## src/design/kcs_pkg.sv

```systemverilog
// Package with constants, types and states of the keyframe curve sampler.
`timescale 1ns / 1ps
package kcs_pkg;
    localparam int MAX_KEYS = 16;
    localparam int SLOT_BITS = $clog2(MAX_KEYS);
    localparam int CNT_BITS = SLOT_BITS + 1;

    localparam logic [1:0] MODE_CONST = 2'd0;
    localparam logic [1:0] MODE_LINEAR = 2'd1;
    localparam logic [1:0] MODE_INVALID = 2'd3;

    localparam logic [1:0] ST_SAMPLE = 2'd0;
    localparam logic [1:0] ST_WRITTEN = 2'd1;
    localparam logic [1:0] ST_REJECT = 2'd2;

    localparam logic [16:0] T_ONE = 17'd65536;
    localparam logic [1:0] ADDR_KEY_COUNT = 2'd0;

    typedef struct packed {
        logic        func;
        logic [3:0]  slot;
        logic [16:0] key_time;
        logic signed [31:0] key_value;
        logic signed [31:0] in_tangent;
        logic signed [31:0] out_tangent;
        logic [1:0]  interp_mode;
        logic [16:0] sample_time;
    } in_item_t;

    typedef struct packed {
        logic signed [31:0] sample_value;
        logic [1:0]  status;
    } out_item_t;

    typedef enum logic [4:0] {
        S_IDLE, S_SRCH, S_SRCH_W, S_FETCH, S_FETCH_W, S_LOADA, S_LOADB,
        S_DIV, S_MUL1, S_MUL2, S_MUL3, S_MUL4, S_MUL5, S_MUL6, S_MUL7,
        S_MUL8, S_MUL9, S_DONE
    } state_t;

    typedef struct packed {
        logic search_init;
        logic search_step;
        logic load_a;
        logic load_b;
        logic div_init;
        logic div_step;
        logic [3:0] mul_phase;
        logic mul_go;
        logic finish;
    } cmd_t;

    typedef struct packed {
        logic found;
        logic at_end;
        logic first;
        logic empty;
        logic div_done;
    } stat_t;
endpackage

```

## src/design/kcs_ctrl.sv

```systemverilog
// Controller state machine of the keyframe curve sampler.
`timescale 1ns / 1ps
module kcs_ctrl (
    input  logic clk,
    input  logic rst_n,
    input  logic go_sample,
    input  kcs_pkg::stat_t st,
    output kcs_pkg::cmd_t cmd,
    output logic busy
);
    import kcs_pkg::*;
    state_t state_reg, state_next;

    always_ff @(posedge clk or negedge rst_n)
    begin
        if (!rst_n)
        begin
            state_reg <= S_IDLE;
        end
        else
        begin
            state_reg <= state_next;
        end
    end

    always_comb
    begin
        state_next = state_reg;
        cmd = '0;
        busy = (state_reg != S_IDLE);
        unique case (state_reg)
            S_IDLE:
            begin
                if (go_sample)
                begin
                    cmd.search_init = 1'b1;
                    state_next = S_SRCH_W;
                end
            end
            S_SRCH_W: state_next = S_SRCH;
            S_SRCH:
            begin
                if (st.empty || st.found || st.at_end)
                begin
                    state_next = S_FETCH;
                end
                else
                begin
                    cmd.search_step = 1'b1;
                    state_next = S_SRCH_W;
                end
            end
            S_FETCH:
            begin
                cmd.load_b = 1'b1;
                if (st.empty || st.first || st.at_end)
                begin
                    state_next = S_DONE;
                end
                else
                begin
                    state_next = S_FETCH_W;
                end
            end
            S_FETCH_W: state_next = S_LOADA;
            S_LOADA:
            begin
                cmd.load_a = 1'b1;
                cmd.div_init = 1'b1;
                state_next = S_DIV;
            end
            S_DIV:
            begin
                cmd.div_step = 1'b1;
                if (st.div_done)
                begin
                    state_next = S_MUL1;
                end
            end
            S_MUL1, S_MUL2, S_MUL3, S_MUL4, S_MUL5, S_MUL6, S_MUL7, S_MUL8:
            begin
                cmd.mul_go = 1'b1;
                cmd.mul_phase = 4'(state_reg - S_MUL1);
                state_next = state_t'(state_reg + 5'd1);
            end
            S_MUL9:
            begin
                cmd.mul_go = 1'b1;
                cmd.mul_phase = 4'd8;
                state_next = S_DONE;
            end
            S_DONE:
            begin
                cmd.finish = 1'b1;
                state_next = S_IDLE;
            end
            default: state_next = S_IDLE;
        endcase
    end
endmodule

```

## config.mk

```make
export PLATFORM = sky130hd
export DESIGN_NAME = kcs_ctrl
export DESIGN_NICKNAME = d
export VERILOG_FILES = /design/src/design/kcs_pkg.sv /design/src/design/kcs_ctrl.sv
export SDC_FILE = /design/constraint.sdc
export NUM_CORES = 1
export LEC_CHECK = 0
export BUFFER_PORTS_ARGS = -buffer_cell sky130_fd_sc_hd__buf_2
export CORE_AREA = 2 2 39 41
export CTS_CLUSTER_SIZE = 25
export DETAILED_ROUTE_END_ITERATION = 8
export DIE_AREA = 0 0 41 43
export PLACE_DENSITY_LB_ADDON = 0.15
export SYNTH_ARGS = -nofsm -noshare
export SYNTH_HDL_FRONTEND = slang
export SYNTH_SLANG_ARGS = --single-unit
```

## constraint.sdc

```tcl
create_clock -name clk -period 2.8 [get_ports clk]
set_clock_uncertainty 0.2 [all_clocks]
set_input_delay 0.42 -clock clk [delete_from_list [all_inputs] [get_ports clk]]
set_output_delay 0.42 -clock clk [all_outputs]
set_load 0.01 [all_outputs]
```

==> results of run 1 <==
[synth_stat cells, types with 2 or more instances]
cell,count
nand3_1,2
nand2_1,2
a21oi_1,3
ha_1,5
inv_1,6
or3_1,2
nor2_1,10
nor4b_1,2
o21ai_0,4
xnor2_1,2
a21boi_1,2
nor2b_1,3
nor3_1,4
dfrtp_1,5
[through the flow]
stage / setup WS [ns] / utilization / power, mW
2_1_floorplan: 0.645 / - / 0.408
3_3_place_gp: 0.511 / 0.492 / 0.498
3_5_place_dp: 0.434 / 0.492 / 0.496
4_1_cts: 0.174 / 0.518 / 0.582
5_1_grt: 0.0837 / 0.522 / 0.645
6_report: 0.242 / 0.522 / 0.586
[per-layer routing]
layer	up-vias	share of wire	global-route usage
li1	302	-	-
met1	258	0.49	0.205
met2	12	0.47	0.225
met3	0	0.038	0.0314
met4	0	0	0.100
met5	-	0	0
[critical path, cell delays in order, from the launching register on]
cell and delay (ns):
dfrtp_1 0.42, inv_1 0.11, ha_1 0.28, nor3_2 0.23, a21oi_1 0.16, or3_1 0.36, buf_2 0.14
[cell families after synthesis]
| logic type | share of synthesized area |
|---|---|
| buffers and inverters | 0.0851 |
| adders and majority gates | 0.106 |
| AOI/OAI and AO/OA | 0.228 |
| xor gates and xnor gates | 0.0298 |
| and+or+nand+nor | 0.338 |
| DFF | 0.213 |
[power by group]
| part | internal, mW | total (mW) | leakage, nW | switching (mW) |
|---|---|---|---|---|
| sequential | 0.0974 | 0.142 | 0.0647 | 0.0446 |
| combinational | 0.175 | 0.365 | 0.292 | 0.190 |
| clock | 0.0536 | 0.0796 | 0.0150 | 0.0260 |
| total | 0.326 | 0.586 | 0.371 | 0.260 |
[path summary, 6_finish.rpt]
path	from	to	slack [ns]	cells past startpoint
max	state_reg[0]	cmd[1]	0.24	6
max reg2reg	state_reg[0]	state_reg[0]	0.72	6
min in group asynchronous	rst_n	state_reg[2]	0.32	2
min reg2reg	state_reg[1]	state_reg[1]	0.44	2
min	st[0]	state_reg[2]	0.20	2
max in group asynchronous	rst_n	state_reg[0]	1.96	2
[cells in the final DEF (no fill, tap or decap), drive strengths merged, types with 2 or more instances in the layout]
cell    count
and3        2
nor3        4
buf        20
o21ai       4
a21boi      2
nand3       2
nor2b       3
or3         2
xnor2       2
nor2       11
nand2       2
dfrtp       5
a21oi       3
clkbuf      4
inv         6
nor4b       2
ha          5
[what timing repair did]
item | 4_1_cts | 5_1_grt
hold buffers | 1 | 0
resized for setup | 0 | 1
endpoints found under the hold margin | 5 | 0
endpoints found under the setup margin | 0 | 1
[cell type report]
| type | count | area, um^2 |
|---|---|---|
| flip-flops and latches | 5 | 125 |
| clock buffers | 4 | 26.3 |
| inverters | 6 | 22.5 |
| repair buffers | 21 | 110 |
| well taps | 16 | 20.0 |
| multi-input cells | 58 | 418 |
| fillers | 139 | 662 |
==> qor.log, run 1 <==
INFO  timing         fin_max_slew_vios=0
INFO  placed_design  routabilityCongestion=0.852
INFO  cts            clock_path_buffers=2
INFO  floorplan      initial_core_util=0.425
INFO  route          wire_length_per_cell_after_detailed_routing=11.4um
INFO  logic_synthesis synth_top_area_cell=dfrtp_1
INFO  route          drt_first_iter_violations=5
INFO  layout         fin_area=722um^2
INFO  pwr            total_leakage_power=0.371nW
INFO  timing         post-route-period-util=0.914
INFO  timing         min_period=2.56ns
INFO  worst_setup_path timing.critical_path.required=2.18ns
INFO  worst_setup_path setup.worst_path.end_class=primary output
INFO  cts            worst_setup_hold_path_clk_slew=0.04ns
INFO  logic_synthesis synth.avg_cell_area=8.06um^2
INFO  cts            tritoncts=done
INFO  cts            clock-root-buffer=clkbuf_4
INFO  logic_synthesis post-synth-top-area-fraction=0.213
INFO  cts            postCtsSetupRepairBufs=0
INFO  worst_hold_path worst_hold_path_type=in -> reg
INFO  floorplan      io_pins=21
INFO  route          final_antenna_net_count=0
INFO  grt            grt_util_all_layers=0.157
INFO  layout         drive_gt1_frac=0.330
INFO  grt            grt_max_degree=18
INFO  layout         largest_register_ffs=5
INFO  timing         setup_viol_count_final=0
INFO  logic_synthesis postSynthNetCount=86
INFO  pwr            power.ir.vdd_worst=0.441mV
INFO  floorplan      floorplan.rows=14
INFO  worst_setup_path worstSetupStartpointType=register
INFO  floorplan      dieWidth=41um
INFO  worst_setup_path cp_max_fo=6
INFO  grt            first_global_vias=459
INFO  placed_design  post-place-cells=105
INFO  logic_synthesis dominant_register_cell_in_the_synthesized_netlist=dfrtp_1
INFO  grt            grt_first_pass_wirelength=1820um
INFO  route          vias=572
INFO  timing         final_hold_viol_count=0
INFO  grt            antenna_found_initial=0
INFO  layout         n_antenna_cell=0
INFO  cts            clkSinkCount=5
INFO  timing         slew_headroom=0.651
INFO  cts            numCtsBuffers=3
INFO  logic_synthesis ys_async_sr_fraction=1.00
INFO  logic_synthesis synth.ff_latch_count=5
INFO  floorplan      total_die_area=1760um^2
INFO  logic_synthesis count_of_flip_flops_with_a_built_in_enable_after_synthesis=0
INFO  route          via_to_cell_ratio=5.20
INFO  timing         fin_worst_hold_slack=0.198ns
INFO  placed_design  count_of_buffers_from_port_buffering=20
INFO  timing         fin_setup_tns=0ns
INFO  route          detail_route.drc_violations=0
INFO  logic_synthesis synth.cell_area=588um^2
INFO  logic_synthesis netlist_instances=73
INFO  logic_synthesis synth_seq_area_share=0.213
INFO  logic_synthesis synth.lib_cells_used.distinct=35
INFO  outcome        run_status=finished clean
INFO  cts            worstSkewPairLatency=0.23ns
INFO  worst_setup_path path_class=reg -> out
INFO  logic_synthesis post_synth_main_area_contributors=dfrtp_1, ha_1, nor2_1
INFO  worst_setup_path critical_path_arrival=1.94ns
INFO  cts            htree_levels=1
INFO  floorplan      design.core.area=1380um^2
INFO  floorplan      die_height=43um
INFO  placed_design  detailed_place.area=681um^2
INFO  flow_run       drv_cap=0
INFO  layout         fin_cells=110
INFO  timing         grt_setup_unrepaired=no
INFO  timing         timing.fmax=0.391GHz
INFO  route          dr.pass1.iters=3
INFO  grt            globalRouteOverflowTotal=0
INFO  logic_synthesis synth.yosys.warnings=0
INFO  timing         worst_slew_pin_tran=0.516ns
INFO  placed_design  dp_hpwl=992um
INFO  layout         areaGrowthSynthToFinish=22.8%
INFO  route          route.final.wire_length=1250um
INFO  layout         num-nets-final=108
INFO  pwr            power_per_cell_area=812nW/um^2
No activity file was read; power rests on OpenSTA's default activity.
==> run 2: changes to the inputs <==
==> constraint.sdc (replaced) <==
create_clock -name clk -period 2.8 [get_ports clk]
set_clock_uncertainty 0.2 [all_clocks]
set_input_delay 0.56 -clock clk [delete_from_list [all_inputs] [get_ports clk]]
set_output_delay 0.56 -clock clk [all_outputs]
set_load 0.01 [all_outputs]
==> qor.log, run 2 (synthesized netlist as in run 1, its figures left out) <==
INFO  outcome        run_status=finished clean
INFO  grt            first_global_vias=500 [+8.9%]
INFO  floorplan      design.core.area=1380um^2 [unchanged]
INFO  layout         num-nets-final=109 [+0.93%]
INFO  pwr            power_per_cell_area=812nW/um^2 [about the same]
INFO  floorplan      floorplan.rows=14 [unchanged]
INFO  grt            globalRouteOverflowTotal=0 [unchanged]
INFO  layout         drive_gt1_frac=0.347 [+0.0176]
INFO  pwr            power.ir.vdd_worst=0.435mV [-1.4%]
INFO  floorplan      io_pins=21 [unchanged]
INFO  cts            clkSinkCount=5 [unchanged]
INFO  layout         num-fill-cells=138 [-0.72%]
INFO  route          final_antenna_net_count=0 [unchanged]
INFO  timing         fin_max_slew_vios=0 [unchanged]
INFO  worst_setup_path setup.worst_path.end_class=primary output
INFO  timing         worst_slew_pin_tran=0.576ns [+0.0597 ns]
INFO  placed_design  count_of_buffers_from_port_buffering=20 [unchanged]
INFO  worst_hold_path worst_hold_path_type=in -> reg
INFO  worst_setup_path critical_path.n_buffers_inverters=1 [-1]
INFO  timing         fin_setup_tns=0ns [unchanged]
INFO  layout         areaGrowthSynthToFinish=24.7%
INFO  route          detail_route.drc_violations=0 [unchanged]
INFO  worst_setup_path cp_slowest_stage_delay=0.42ns [about the same]
INFO  route          via_to_cell_ratio=5.28 [+1.5%]
INFO  route          drt_first_iter_violations=7 [+2]
INFO  floorplan      initial_core_util=0.425 [unchanged]
INFO  worst_setup_path path_class=reg -> out
INFO  worst_setup_path most_frequent_cell_on_the_critical_path=ha_1
INFO  worst_setup_path worstSetupStartpointType=register
INFO  layout         most_common_cell_after_layout_fill_and_taps_aside=buf_2
INFO  timing         slew_headroom=0.611 [-0.0404]
INFO  route          dr.pass1.iters=4 [+1]
INFO  floorplan      dieWidth=41um [unchanged]
INFO  worst_setup_path timing.critical_path.required=2.04ns [-0.14 ns]
INFO  pwr            total_leakage_power=0.376nW [+1.4%]
INFO  layout         n_antenna_cell=0 [unchanged]
INFO  timing         min_period=2.67ns [+0.117 ns]
INFO  timing         timing.fmax=0.374GHz [-4.4%]
INFO  worst_setup_path timing.critical_path.cells=ha_1 -> and3_2 -> ha_1 -> or3_1 -> buf_2
INFO  grt            antenna_found_initial=0 [unchanged]
INFO  placed_design  dp_hpwl=1030um [+3.3%]
INFO  cts            worst_setup_hold_path_clk_slew=0.04ns [about the same]
INFO  layout         final_util=0.530 [+0.00814]
INFO  cts            htree_levels=1 [unchanged]
INFO  route          wire_length_per_cell_after_detailed_routing=11.5um [+1.4%]
INFO  route          vias=586 [+2.4%]
INFO  placed_design  routabilityCongestion=0.839 [-1.5%]
INFO  worst_setup_path critical_path_arrival=1.91ns [-0.03 ns]
INFO  layout         largest_register_ffs=5 [unchanged]
INFO  cts            worstSkewPairLatency=0.23ns [about the same]
INFO  cts            clock_path_buffers=2 [unchanged]
INFO  flow_run       drv_cap=0 [unchanged]
INFO  cts            tritoncts=done
INFO  worst_setup_path cp_max_fo=8 [+2]
INFO  timing         final_hold_viol_count=0 [unchanged]
INFO  timing         setup_viol_count_final=0 [unchanged]
INFO  layout         layout.cells.most_common_list=buf_2, nor2_1, inv_1, ha_1, dfrtp_1
INFO  timing         grt_setup_unrepaired=no
INFO  route          route.final.wire_length=1280um [+2.3%]
INFO  worst_setup_path path_delay_family=simple AND/OR/NAND/NOR gates
INFO  cts            numCtsBuffers=3 [unchanged]
INFO  floorplan      total_die_area=1760um^2 [unchanged]
INFO  cts            clock-root-buffer=clkbuf_4
INFO  grt            grt_first_pass_wirelength=2020um [+11%]
INFO  grt            grt_max_degree=15 [-3]
INFO  worst_setup_path critical-path-slowest-cell=dfrtp_1
INFO  grt            grt_util_all_layers=0.169 [+0.0122]
INFO  floorplan      die_height=43um [unchanged]
INFO  cts            postCtsSetupRepairBufs=0 [unchanged]
INFO  timing         post-route-period-util=0.955 [+0.0417]
run 2: per-stage QoR:
stage | instances | hold WS, ns | cell area (um^2) | total power [mW] | worst slack [ns]
5_1_grt | 111 | 0.353 | 733 | 0.654 | 0.0104
2_1_floorplan | 73 | 0.0644 | 588 | 0.408 | 0.505
3_3_place_gp | 106 | 0.174 | 688 | 0.503 | 0.371
3_5_place_dp | 106 | 0.175 | 688 | 0.502 | 0.323
6_report | 111 | 0.341 | 733 | 0.595 | 0.125
4_1_cts | 111 | 0.330 | 724 | 0.589 | 0.0530
run 2: layer usage:
metal  routed length, um  share of wire  up-vias  GRT usage
met5                   0              0        -          0
met4                   0              0        0      0.100
met2                 620           0.48       16      0.238
met1                 613           0.48      265      0.232
met3                  48          0.037        0     0.0314
li1                    -              -      305          -
run 2: what timing repair did:
item                                    4_1_cts  5_1_grt
endpoints found under the setup margin        0        4
gates resized for setup                       0        2
hold buffers                                  1        0
endpoints found under the hold margin         5        0
run 2: where the power goes:
group          switching [mW]  internal [mW]
combinational           0.206          0.179
clock                  0.0257         0.0536
sequential             0.0331         0.0977
total                   0.265          0.330
run 2: worst paths after layout:
| kind | from | to | slack (ns) | depth (start not counted) |
|---|---|---|---|---|
| min in group asynchronous | rst_n | state_reg[4] | 0.46 | 2 |
| max in group asynchronous | rst_n | state_reg[3] | 1.81 | 2 |
| min | st[0] | state_reg[2] | 0.34 | 2 |
| max reg2reg | state_reg[0] | state_reg[0] | 0.72 | 6 |
| min reg2reg | state_reg[1] | state_reg[1] | 0.42 | 2 |
| max | state_reg[0] | cmd[1] | 0.13 | 5 |
run 2: area by class of cell:
cell class              count  area (um^2)  area share
clock buffers               4         26.3      0.0358
inverters                   6         22.5      0.0307
multi-input cells          58          422       0.575
flip-flops and latches      5          125       0.171
well taps                  16         20.0      0.0273
repair buffers             22          118       0.160
==> run 3: changes to the inputs <==
--- a/config.mk
+++ b/config.mk
@@ -5,6 +5,7 @@
 export SDC_FILE = /design/constraint.sdc
 export NUM_CORES = 1
 export LEC_CHECK = 0
+export ABC_AREA = 1
 export BUFFER_PORTS_ARGS = -buffer_cell sky130_fd_sc_hd__buf_2
 export CORE_AREA = 2 2 39 41
 export CTS_CLUSTER_SIZE = 25
==> qor.log, run 3 <==
INFO  outcome        run_status=finished clean
INFO  logic_synthesis synth_seq_area_share=0.218 [+0.00510]
INFO  grt            grt_util_all_layers=0.177 [+0.00739]
INFO  layout         most_common_cell_after_layout_fill_and_taps_aside=buf_2
INFO  grt            grt_max_degree=7 [-8]
INFO  layout         drive_gt1_frac=0.325 [-0.0228]
INFO  worst_setup_path setup.worst_path.end_class=primary output
INFO  logic_synthesis synth.cells.most_frequent=nand2_1, nor2_1, inv_1
INFO  logic_synthesis synth.avg_cell_area=6.38um^2 [-21%]
INFO  logic_synthesis netlist_instances=90 [+23%]
INFO  logic_synthesis count_of_flip_flops_with_a_built_in_enable_after_synthesis=0 [unchanged]
INFO  route          drt_first_iter_violations=19 [+12]
INFO  pwr            power_per_cell_area=804nW/um^2 [-0.98%]
INFO  logic_synthesis post-synth-top-area-fraction=0.218 [+0.00510]
INFO  cts            postCtsSetupRepairBufs=0 [unchanged]
INFO  timing         timing.fmax=0.409GHz [+9.4%]
INFO  logic_synthesis synth.yosys.warnings=0 [unchanged]
INFO  pwr            internal_dissipation=0.285mW [-14%]
INFO  layout         num-nets-final=128 [+17%]
INFO  pwr            switching_share=0.510 [+0.0643]
INFO  pwr            seqPwrFrac=0.217 [-0.003]
INFO  placed_design  routabilityCongestion=0.814 [-3.0%]
INFO  cts            clkSinkCount=5 [unchanged]
INFO  cts            worst_setup_hold_path_clk_slew=0.04ns [about the same]
INFO  grt            antenna_found_initial=0 [unchanged]
INFO  worst_setup_path critical-path-slowest-cell=dfrtp_1
INFO  worst_setup_path worstSetupStartpointType=register
INFO  logic_synthesis post-synth-top-count-cell=nand2_1
INFO  pwr            total_leakage_power=0.441nW [+17%]
INFO  floorplan      total_die_area=1760um^2 [unchanged]
INFO  route          via_to_cell_ratio=4.66 [-12%]
INFO  cts            clock_path_buffers=2 [unchanged]
INFO  cts            cts.repair.resized=0 [unchanged]
INFO  timing         post-route-period-util=0.873 [-0.0824]
INFO  route          final_antenna_net_count=0 [unchanged]
INFO  timing         slew_headroom=0.826 [+0.215]
INFO  pwr            pwr-share-clk=0.140 [+0.007]
INFO  timing         fin_max_slew_vios=0 [unchanged]
INFO  worst_setup_path cp_slowest_stage_delay=0.41ns [about the same]
INFO  pwr            report.power.total=0.582mW [-2.3%]
INFO  worst_hold_path worst_hold_path_type=reg -> reg
INFO  layout         layout.cells.most_common_list=buf_2, nand2_1, nor2_1, inv_1, nand3_1
INFO  layout         areaGrowthSynthToFinish=25.9%
INFO  pwr            power.ir.vdd_worst=0.345mV [-21%]
INFO  layout         fin_cells=130 [+17%]
INFO  logic_synthesis postSynthNetCount=103 [+20%]
INFO  floorplan      design.core.area=1380um^2 [unchanged]
INFO  floorplan      io_pins=21 [unchanged]
INFO  worst_setup_path cp_max_fo=6 [-2]
INFO  worst_setup_path timing.critical_path.required=2.04ns [about the same]
INFO  timing         min_period=2.44ns [-0.231 ns]
INFO  cts            numCtsBuffers=3 [unchanged]
INFO  timing         grt_setup_unrepaired=no
INFO  worst_setup_path path_class=reg -> out
INFO  floorplan      floorplan.rows=14 [unchanged]
INFO  logic_synthesis synth.cell_area=574um^2 [-2.3%]
INFO  logic_synthesis dominant_register_cell_in_the_synthesized_netlist=dfrtp_1
INFO  pwr            share_comb_of_total_power=0.643 [-0.004]
INFO  grt            grt_first_pass_wirelength=2140um [+5.8%]
INFO  grt            first_global_vias=537 [+7.4%]
INFO  route          vias=606 [+3.4%]
INFO  timing         setup_viol_count_final=0 [unchanged]
INFO  worst_setup_path timing.critical_path.cells=ha_1 -> nand2_1 -> nor2_1 -> ha_1 -> inv_1 -> nand2_2 -> inv_2 -> nor2_1 -> buf_2
INFO  floorplan      initial_core_util=0.415 [-0.00995]
INFO  timing         fin_setup_tns=0ns [unchanged]
INFO  route          detail_route.drc_violations=0 [unchanged]
INFO  logic_synthesis ys_async_sr_fraction=1.00 [unchanged]
INFO  route          dr.pass1.iters=5 [+1]
INFO  placed_design  post-place-cells=125 [+18%]
INFO  cts            clock-root-buffer=clkbuf_4
INFO  floorplan      die_height=43um [unchanged]
INFO  layout         n_antenna_cell=0 [unchanged]
INFO  timing         final_hold_viol_count=0 [unchanged]
INFO  logic_synthesis synth.lib_cells_used.distinct=22 [-37%]
INFO  grt            globalRouteOverflowTotal=0 [unchanged]
INFO  flow_run       drv_cap=0 [unchanged]
INFO  route          wire_length_per_cell_after_detailed_routing=9.99um [-13%]
INFO  timing         fin_worst_hold_slack=0.380ns [+0.0391 ns]
INFO  worst_setup_path reg2reg_slack=0.93ns [+0.21 ns]
INFO  layout         largest_register_ffs=5 [unchanged]
INFO  cts            worstSkewPairLatency=0.24ns [about the same]
INFO  cts            tritoncts=done
INFO  logic_synthesis post_synth_main_area_contributors=dfrtp_1, nand2_1, ha_1
INFO  timing         worst_slew_pin_tran=0.259ns [-0.316 ns]
INFO  placed_design  count_of_buffers_from_port_buffering=20 [unchanged]
INFO  pwr            switchingPower=0.296mW [+12%]
INFO  logic_synthesis synth_top_area_cell=dfrtp_1
INFO  placed_design  dp_hpwl=1110um [+7.9%]
INFO  logic_synthesis synth.ff_latch_count=5 [unchanged]
INFO  floorplan      dieWidth=41um [unchanged]
INFO  worst_setup_path critical_path_arrival=1.68ns [-0.23 ns]
INFO  cts            htree_levels=1 [unchanged]
INFO  layout         num-fill-cells=149 [+8.0%]
INFO  route          route.final.wire_length=1300um [+1.3%]
-- run 3: cell count changes in the layout (fill, tap and decap cells not counted), sizes merged, moves of 2 or more --
cell | before | now
a21boi | 2 | 0
inv | 6 | 18
nand2 | 2 | 23
nand3 | 2 | 6
nor4b | 2 | 0
nor2b | 3 | 0
nor2 | 11 | 18
and3 | 2 | 0
xnor2 | 2 | 0
or3 | 2 | 0
-- run 3: stage by stage --
stage          instance area, um^2  worst slack (ns)   util
2_1_floorplan                  574             0.762      -
3_3_place_gp                   687             0.667  0.496
3_5_place_dp                   687             0.610  0.496
4_1_cts                        723             0.346  0.523
5_1_grt                        723             0.194  0.523
6_report                       723             0.356  0.523
-- run 3: power by group through the flow --
stage                     sequential [mW]  clock, mW  combinational (mW)
after floorplan                     0.122          0               0.278
after global placement              0.126          0               0.372
after detailed placement            0.127          0               0.376
after CTS                           0.126     0.0860               0.378
after global routing                0.131     0.0961               0.431
final                               0.126     0.0812               0.374
-- run 3: layout make-up --
type / count / area [um^2] / area share
well taps: 16 / 20.0 / 0.0277
inverters: 18 / 70.1 / 0.0969
repair buffers: 21 / 110 / 0.152
flip-flops and latches: 5 / 125 / 0.173
multi-input cells: 66 / 372 / 0.514
clock buffers: 4 / 26.3 / 0.0363
-- run 3: logic make-up after synthesis --
group,after synthesis,synth area share
XOR/XNOR,1,0.0153
AND/OR/NAND/NOR,52,0.423
AO/OA/AOI/OAI,8,0.100
flip-flops,5,0.218
adder cells (fa/ha/maj),5,0.109
buffers and inverters,19,0.135
-- run 3: worst paths after layout --
path                                      to  depth (start not counted)          from
max in group asynchronous       state_reg[1]                          2         rst_n
worst min-delay path            state_reg[0]                          2  state_reg[0]
worst min register to register  state_reg[0]                          2  state_reg[0]
worst max register to register  state_reg[0]                          9  state_reg[0]
worst max-delay path                  cmd[3]                          9  state_reg[0]
min in group asynchronous       state_reg[2]                          2         rst_n
-- run 3: repair_timing --
item | CTS | global route
setup endpoints to repair | 0 | 0
endpoints found under the hold margin | 5 | 0
hold buffers | 1 | 0
-- run 3: metal layers --
| metal | vias up | part of all wire | GRT usage |
|---|---|---|---|
| met5 | - | 0 | 0 |
| met4 | 0 | 0 | 0.0867 |
| met3 | 0 | 0.030 | 0.0157 |
| met2 | 11 | 0.52 | 0.272 |
| met1 | 267 | 0.45 | 0.235 |
| li1 | 328 | - | - |
-- run 3: worst max-delay path: cells and delay by family, from the launching register on --
family	cells	cell delay [ns]
adder cells (fa/ha/maj)	2	0.43
buffers and inverters	3	0.24
AND/OR/NAND/NOR	4	0.36
flip-flops	1	0.41
